$ cat config.mk
export PLATFORM = sky130hd
export DESIGN_NAME = wlcs_cfg_ram
export DESIGN_NICKNAME = d
export VERILOG_FILES = /design/src/rtl/wear_leveled_config_store_top_macros.svh /design/src/rtl/wlcs_pkg.sv /design/src/rtl/wlcs_cfg_ram.sv
export SDC_FILE = /design/constraint.sdc
export NUM_CORES = 1
export LEC_CHECK = 0
export ABC_AREA = 1
export BUFFER_PORTS_ARGS = -buffer_cell sky130_fd_sc_hd__buf_2
export CORE_MARGIN = 2
export CORE_UTILIZATION = 45
export CTS_CLUSTER_SIZE = 30
export DETAILED_ROUTE_END_ITERATION = 10
export SYNTH_ARGS = -nofsm -noshare
export SYNTH_HDL_FRONTEND = slang
export SYNTH_SLANG_ARGS = --single-unit
$ cat constraint.sdc
create_clock -name clk -period 5.6 [get_ports clk]
set_clock_uncertainty 0.05 [all_clocks]
set_input_delay 0.56 -clock clk [delete_from_list [all_inputs] [get_ports clk]]
set_output_delay 0.56 -clock clk [all_outputs]
set_load 0.01 [all_outputs]
$ cat src/rtl/wear_leveled_config_store_top_macros.svh
// ---------------------------------------------------------------------------
// Assertion macros for the wear-leveled configuration store
// Concurrent checks that compile away when SYNTHESIS is defined.
// ---------------------------------------------------------------------------
`ifndef WEAR_LEVELED_CONFIG_STORE_TOP_MACROS_SVH
`define WEAR_LEVELED_CONFIG_STORE_TOP_MACROS_SVH
`ifndef SYNTHESIS
`define WLCS_ASSERT(label, clk, rst, prop) \
  label: assert property (@(posedge clk) disable iff (rst) (prop)) \
    else $error("wlcs check failed");
`define WLCS_ASSERT_NEXT(label, clk, rst, ante, cons) \
  label: assert property (@(posedge clk) disable iff (rst) (ante) |=> (cons)) \
    else $error("wlcs check failed");
`else
`define WLCS_ASSERT(label, clk, rst, prop)
`define WLCS_ASSERT_NEXT(label, clk, rst, ante, cons)
`endif
`endif

$ cat src/rtl/wlcs_pkg.sv
// ---------------------------------------------------------------------------
// Wear-leveled config store package
// Word types, function and status codes shared by the store's modules.
// ---------------------------------------------------------------------------
package wlcs_pkg;

  localparam logic [31:0] MAGIC_TOKEN   = 32'h434f4e46;
  localparam logic [31:0] BLANK_WORD    = 32'hffffffff;
  localparam logic [15:0] WB_MASK_RESET = 16'd15;
  localparam int          RESULT_CAP    = 32;

  // Function codes of an input word.
  localparam logic [2:0] FN_GET       = 3'd0;
  localparam logic [2:0] FN_SET       = 3'd1;
  localparam logic [2:0] FN_TICK      = 3'd2;
  localparam logic [2:0] FN_WIPE      = 3'd3;
  localparam logic [2:0] FN_LOAD_WORD = 3'd4;

  // Flash status codes.
  localparam logic [2:0] FS_IDLE      = 3'd0;
  localparam logic [2:0] FS_BUSY      = 3'd1;
  localparam logic [2:0] FS_LOAD_DONE = 3'd2;
  localparam logic [2:0] FS_LOAD_ERR  = 3'd3;
  localparam logic [2:0] FS_SAVE_DONE = 3'd4;
  localparam logic [2:0] FS_SAVE_ERR  = 3'd5;

  // Flash commands.
  localparam logic [1:0] CMD_NONE        = 2'd0;
  localparam logic [1:0] CMD_LOAD        = 2'd1;
  localparam logic [1:0] CMD_ERASE_WRITE = 2'd2;
  localparam logic [1:0] CMD_WRITE       = 2'd3;

  // Events.
  localparam logic [1:0] EV_NONE    = 2'd0;
  localparam logic [1:0] EV_LOADED  = 2'd1;
  localparam logic [1:0] EV_CLEARED = 2'd2;

  typedef enum logic [2:0] {
    MODE_NOT_LOADED = 3'd0,
    MODE_LOADED     = 3'd1,
    MODE_LOADING    = 3'd2,
    MODE_SAVING     = 3'd3,
    MODE_ERASING    = 3'd4
  } io_mode_t;

  typedef struct packed {
    logic [2:0]  func;
    logic [7:0]  addr;
    logic [31:0] value;
    logic [9:0]  word_index;
    logic [2:0]  flash_state;
  } in_item_t;

  typedef struct packed {
    logic [31:0] read_value;
    logic [1:0]  flash_cmd;
    logic [9:0]  flash_word_addr;
    logic [31:0] data_word;
    logic        last;
    logic [1:0]  event_res;
    logic [2:0]  store_state;
    logic        dirty_flag;
    logic        refused;
  } out_item_t;

  typedef struct packed {
    logic rd_en;
    logic wr_en;
    logic clear;
  } cfg_ram_ctl_t;

endpackage

$ cat src/rtl/wlcs_cfg_ram.sv
// ---------------------------------------------------------------------------
// Config word RAM
// One write and one registered read port, with a valid bit per entry so
// that reset, and a clear bar the token entry, make entries read all ones.
// ---------------------------------------------------------------------------
module wlcs_cfg_ram #(
  parameter int NUM_ENTRIES = 32,
  parameter int TOKEN_POS   = 31,
  parameter int ADDR_W      = 5
) (
  input  logic                  clk,
  input  logic                  rst,
  input  wlcs_pkg::cfg_ram_ctl_t ctl,
  input  logic [ADDR_W-1:0]     rd_addr,
  input  logic [ADDR_W-1:0]     wr_addr,
  input  logic [31:0]           wr_data,
  output logic [31:0]           rd_data
);
  import wlcs_pkg::*;

  // The clear keeps only the token entry.
  localparam logic [NUM_ENTRIES-1:0] KEEP_MASK =
    {{(NUM_ENTRIES-1){1'b0}}, 1'b1} << TOKEN_POS;

  logic [31:0]            mem [NUM_ENTRIES];
  logic [NUM_ENTRIES-1:0] valid;
  logic [31:0]            rd_word;
  logic                   rd_valid;

  always_ff @(posedge clk) begin
    if (ctl.wr_en) begin
      mem[wr_addr] <= wr_data;
    end
    if (ctl.rd_en) begin
      rd_word  <= mem[rd_addr];
      rd_valid <= valid[rd_addr];
    end
  end

  always_ff @(posedge clk) begin
    if (rst) begin
      valid <= '0;
    end else if (ctl.clear) begin
      valid <= valid & KEEP_MASK;
    end else if (ctl.wr_en) begin
      valid[wr_addr] <= 1'b1;
    end
  end

  assign rd_data = rd_valid ? rd_word : BLANK_WORD;

endmodule

==> run_results.csv <==
group,metric,value,unit
die,die-area,100800,sq um
critical_path,r2r.worst_path.cells,8,
grt,global_route_wire_length_before_repair,179200,um
sta,fin_crit,2.702,ns
die,die_boundary_width,317.5,um
clock_network,cts-hold-fix-buffers,0,
layout,area.growth.synth_to_final,10.43,%
logic_synthesis,synth_top_flop_cell,"sky130_fd_sc_hd__edfxtp_1",
clock_network,worstSkewPairLatency,0.68,ns
grt,grt_usage,0.2381,
sta,timing.max_slew.rel_slack,0.1970,
critical_path,worst_path_max_delay_cell,"sky130_fd_sc_hd__buf_4",
detailed_routing,postRouteWirelength,120900,um
sta,tightestPinTransition,1.202,ns
die,rows,114,
run_status,run_status,"finished clean",
detailed_routing,drtAntennaViolNets,0,
layout,finalNetCount,3852,
grt,grt_pass1_vias,27180,
worst_hold_path,holdCritStartpoint,"rst",
detailed_routing,route.detailed.drc,0,
critical_path,critical_path.max_fanout,32,
placed_design,io_buffers,78,
logic_synthesis,yosysTopAreaCell,"sky130_fd_sc_hd__edfxtp_1",
die,die_h,317.5,um
detailed_routing,detail_route.iter0.violations,3090,
critical_path,cpPeakStageDelay,0.47,ns
die,io_pins,79,
logic_synthesis,synth_largest_type_area_fraction,0.7177,
sta,setup_viol,0,
clock_network,ctsHtreeMaxLevel,3,
logic_synthesis,postSynthAreaPerCell,11.67,sq um
pwr,p_leak,17.80,nW
critical_path,setup.worst_path.start_class,"flip-flop",
logic_synthesis,synth_cell_types,17,
worst_hold_path,timing.hold.worst_endpoint,"valid[31]$_SDFFE_PP0P_",
logic_synthesis,synth_edf_count,1057,
run,cap_violations,0,
logic_synthesis,netlist_area,44230,sq um
placed_design,gp_routability_congestion,0.7674,
logic_synthesis,postSynthRegisterBits,1089,
logic_synthesis,syn-instance-count,3791,
clock_network,tritoncts_clock_tree,"built",
sta,period_share,0.4824,
critical_path,crit_path_cell_trace,"buf_4 -> nand2_1 -> buf_2",
sta,setup_ws,2.898,ns
clock_network,number_of_buffers_added_by_the_clock_tree_synthesis_step,110,
logic_synthesis,ys_top_cells_by_area,"sky130_fd_sc_hd__edfxtp_1 72%, sky130_fd_sc_hd__nand2_1 13%, sky130_fd_sc_hd__nand3_1 9.0%",
critical_path,criticalPathCategory,"reg -> out",
critical_path,ff2ff_setup_slack,4.18,ns
sta,timing_hold_violations_final,0,
placed_design,dpl.hpwl,60030,um
grt,antenna_violations_before_repair,4,
detailed_routing,drt-pass1-iter-count,7,
sta,grt_setup_unrepaired,"false",
grt,pin_count_of_the_biggest_net_entering_global_routing,209,
logic_synthesis,yosys_warnings,0,
die,start_util,0.4560,
grt,grt_remaining_overflow,0,
detailed_routing,route.detailed.vias_per_inst,5.462,
critical_path,worst_path_dominant_cell_family,"buffers and inverters",
critical_path,cp.buffers_inverters,2,
critical_path,critPathArrivalTime,2.09,ns
detailed_routing,vias,28270,
placed_design,dp_worst_setup_slack,2.307,ns
die,design.core.area,96990,sq um
layout,post_route_cells_drive_above_1_share,0.08139,
critical_path,worst_ep_required_time,4.99,ns
clock_network,path_clk_slew,0.06,ns
clock_network,root_buffer,"sky130_fd_sc_hd__clkbuf_16",
sta,setup-tns-final,0,ns
pwr,peakVddDrop,0.2495,mV
clock_network,clock_path_buffers,3,
sta,maxClockFrequency,0.3702,GHz
logic_synthesis,synth_seq_area_share,0.7321,
critical_path,worstReg2RegEnd,"rd_word[19]$_DFFE_PP_",
sta,final-max-slew-violation-count,0,
layout,fillerInstances,8504,
clock_network,post_cts_resize_count,0,
critical_path,setup.worst_path.end_class,"output port",
worst_hold_path,holdPathStages,2,
logic_synthesis,synthArstFlopShare,0,
critical_path,critical_path.reg2reg.startpoint,"mem[25][19]$_DFFE_PP_",
worst_hold_path,worstHoldPathType,"in -> reg",
clock_network,clock_sink_count,1089,
pwr,power_density,350.5,nW/um^2
clock_network,postCtsSetupBuffers,0,
logic_synthesis,syn_nets,3838,
detailed_routing,routedWlPerCell,23.36,um
[synth_stat cells (2+ instances only)]
master                        n
sky130_fd_sc_hd__buf_4       14
sky130_fd_sc_hd__edfxtp_1  1057
sky130_fd_sc_hd__nand3_1    795
sky130_fd_sc_hd__buf_6       61
sky130_fd_sc_hd__dfxtp_1     32
sky130_fd_sc_hd__nor2_1      93
sky130_fd_sc_hd__inv_2        2
sky130_fd_sc_hd__nand2_1   1518
sky130_fd_sc_hd__clkbuf_1    24
sky130_fd_sc_hd__nor3_1       9
sky130_fd_sc_hd__inv_1       50
sky130_fd_sc_hd__buf_2      129
sky130_fd_sc_hd__buf_1        3
[registers in the layout (all words and copies together) (netlist names)]
| register | cells |
|---|---|
| rd_valid | 1 |
| mem | 1024 |
| rd_word | 32 |
| valid | 32 |
[cells by family after synthesis]
logic type | after synthesis | synth area share
AND/OR/NAND/NOR | 2416 | 0.2278
flip-flops | 1089 | 0.7321
buffers and inverters | 285 | 0.03980
AO/OA/AOI/OAI | 1 | 0.0001981
[stage by stage]
stage / power [mW] / hold slack (ns) / area, sq um / cells / utilization
global placement: 10.28 / 0.3988 / 45440 / 4969 / 0.4685
CTS: 17.20 / 0.01416 / 48830 / 5171 / 0.5035
floorplan: 9.901 / 0.3902 / 44230 / 3791 / -
detailed placement: 10.29 / 0.4099 / 45440 / 4969 / 0.4685
global route: 17.63 / 0.04348 / 48830 / 5171 / 0.5035
finish: 17.12 / 0.04926 / 48840 / 5175 / 0.5036
[placed cells by master (no fill, tap or decap), types with 21 or more instances in the layout]
| master | count |
|---|---|
| sky130_fd_sc_hd__nand2_1 | 1518 |
| sky130_fd_sc_hd__edfxtp_1 | 1057 |
| sky130_fd_sc_hd__nand3_1 | 795 |
| sky130_fd_sc_hd__clkbuf_16 | 113 |
| sky130_fd_sc_hd__buf_2 | 74 |
| sky130_fd_sc_hd__nor2_1 | 62 |
| sky130_fd_sc_hd__buf_4 | 51 |
| sky130_fd_sc_hd__inv_1 | 47 |
| sky130_fd_sc_hd__clkbuf_1 | 32 |
| sky130_fd_sc_hd__dfxtp_1 | 32 |
| sky130_fd_sc_hd__nor2_4 | 31 |
| sky130_fd_sc_hd__clkinv_1 | 25 |
| sky130_fd_sc_hd__clkinv_2 | 21 |
[worst max-delay path by stage]
stage / from / endpoint / slack (ns) / cells after the start
after global placement: wr_addr[1] / mem[13][12]$_DFFE_PP_ / 2.32 / 5
after floorplan: ctl[1] / mem[14][0]$_DFFE_PP_ / 2.78 / 4
final: rd_valid$_DFFE_PP_ / rd_data[10] / 2.90 / 3
after detailed placement: wr_addr[1] / mem[1][13]$_DFFE_PP_ / 2.31 / 5
after CTS: rd_valid$_DFFE_PP_ / rd_data[10] / 2.86 / 3
after global routing: rd_valid$_DFFE_PP_ / rd_data[10] / 2.77 / 3
[metal layers]
layer	track usage	share of wire
met5	0	0.000091
met3	0.03774	0.074
met2	0.3942	0.48
met1	0.3200	0.41
met4	0.08466	0.031
[final cells by class]
type	instances	area [sq um]	area share
Antenna cell	4	10.01	0.0002049
Inverter	53	229.0	0.004688
Clock buffer	146	2962	0.06064
Clock inverter	56	430.4	0.008812
Multi-Input combinational cell	2417	10320	0.2113
Sequential cell	1089	32380	0.6630
Timing Repair Buffer	134	914.6	0.01873
Tap cell	1276	1597	0.03269
[report_power, final]
part           internal, mW  total [mW]  switching [mW]
logic                 0.251        1.03           0.775
registers              9.06        9.09          0.0334
clock network          3.97        7.00            3.03
total                  13.3        17.1            3.84
(Power assumes the default switching activity.)
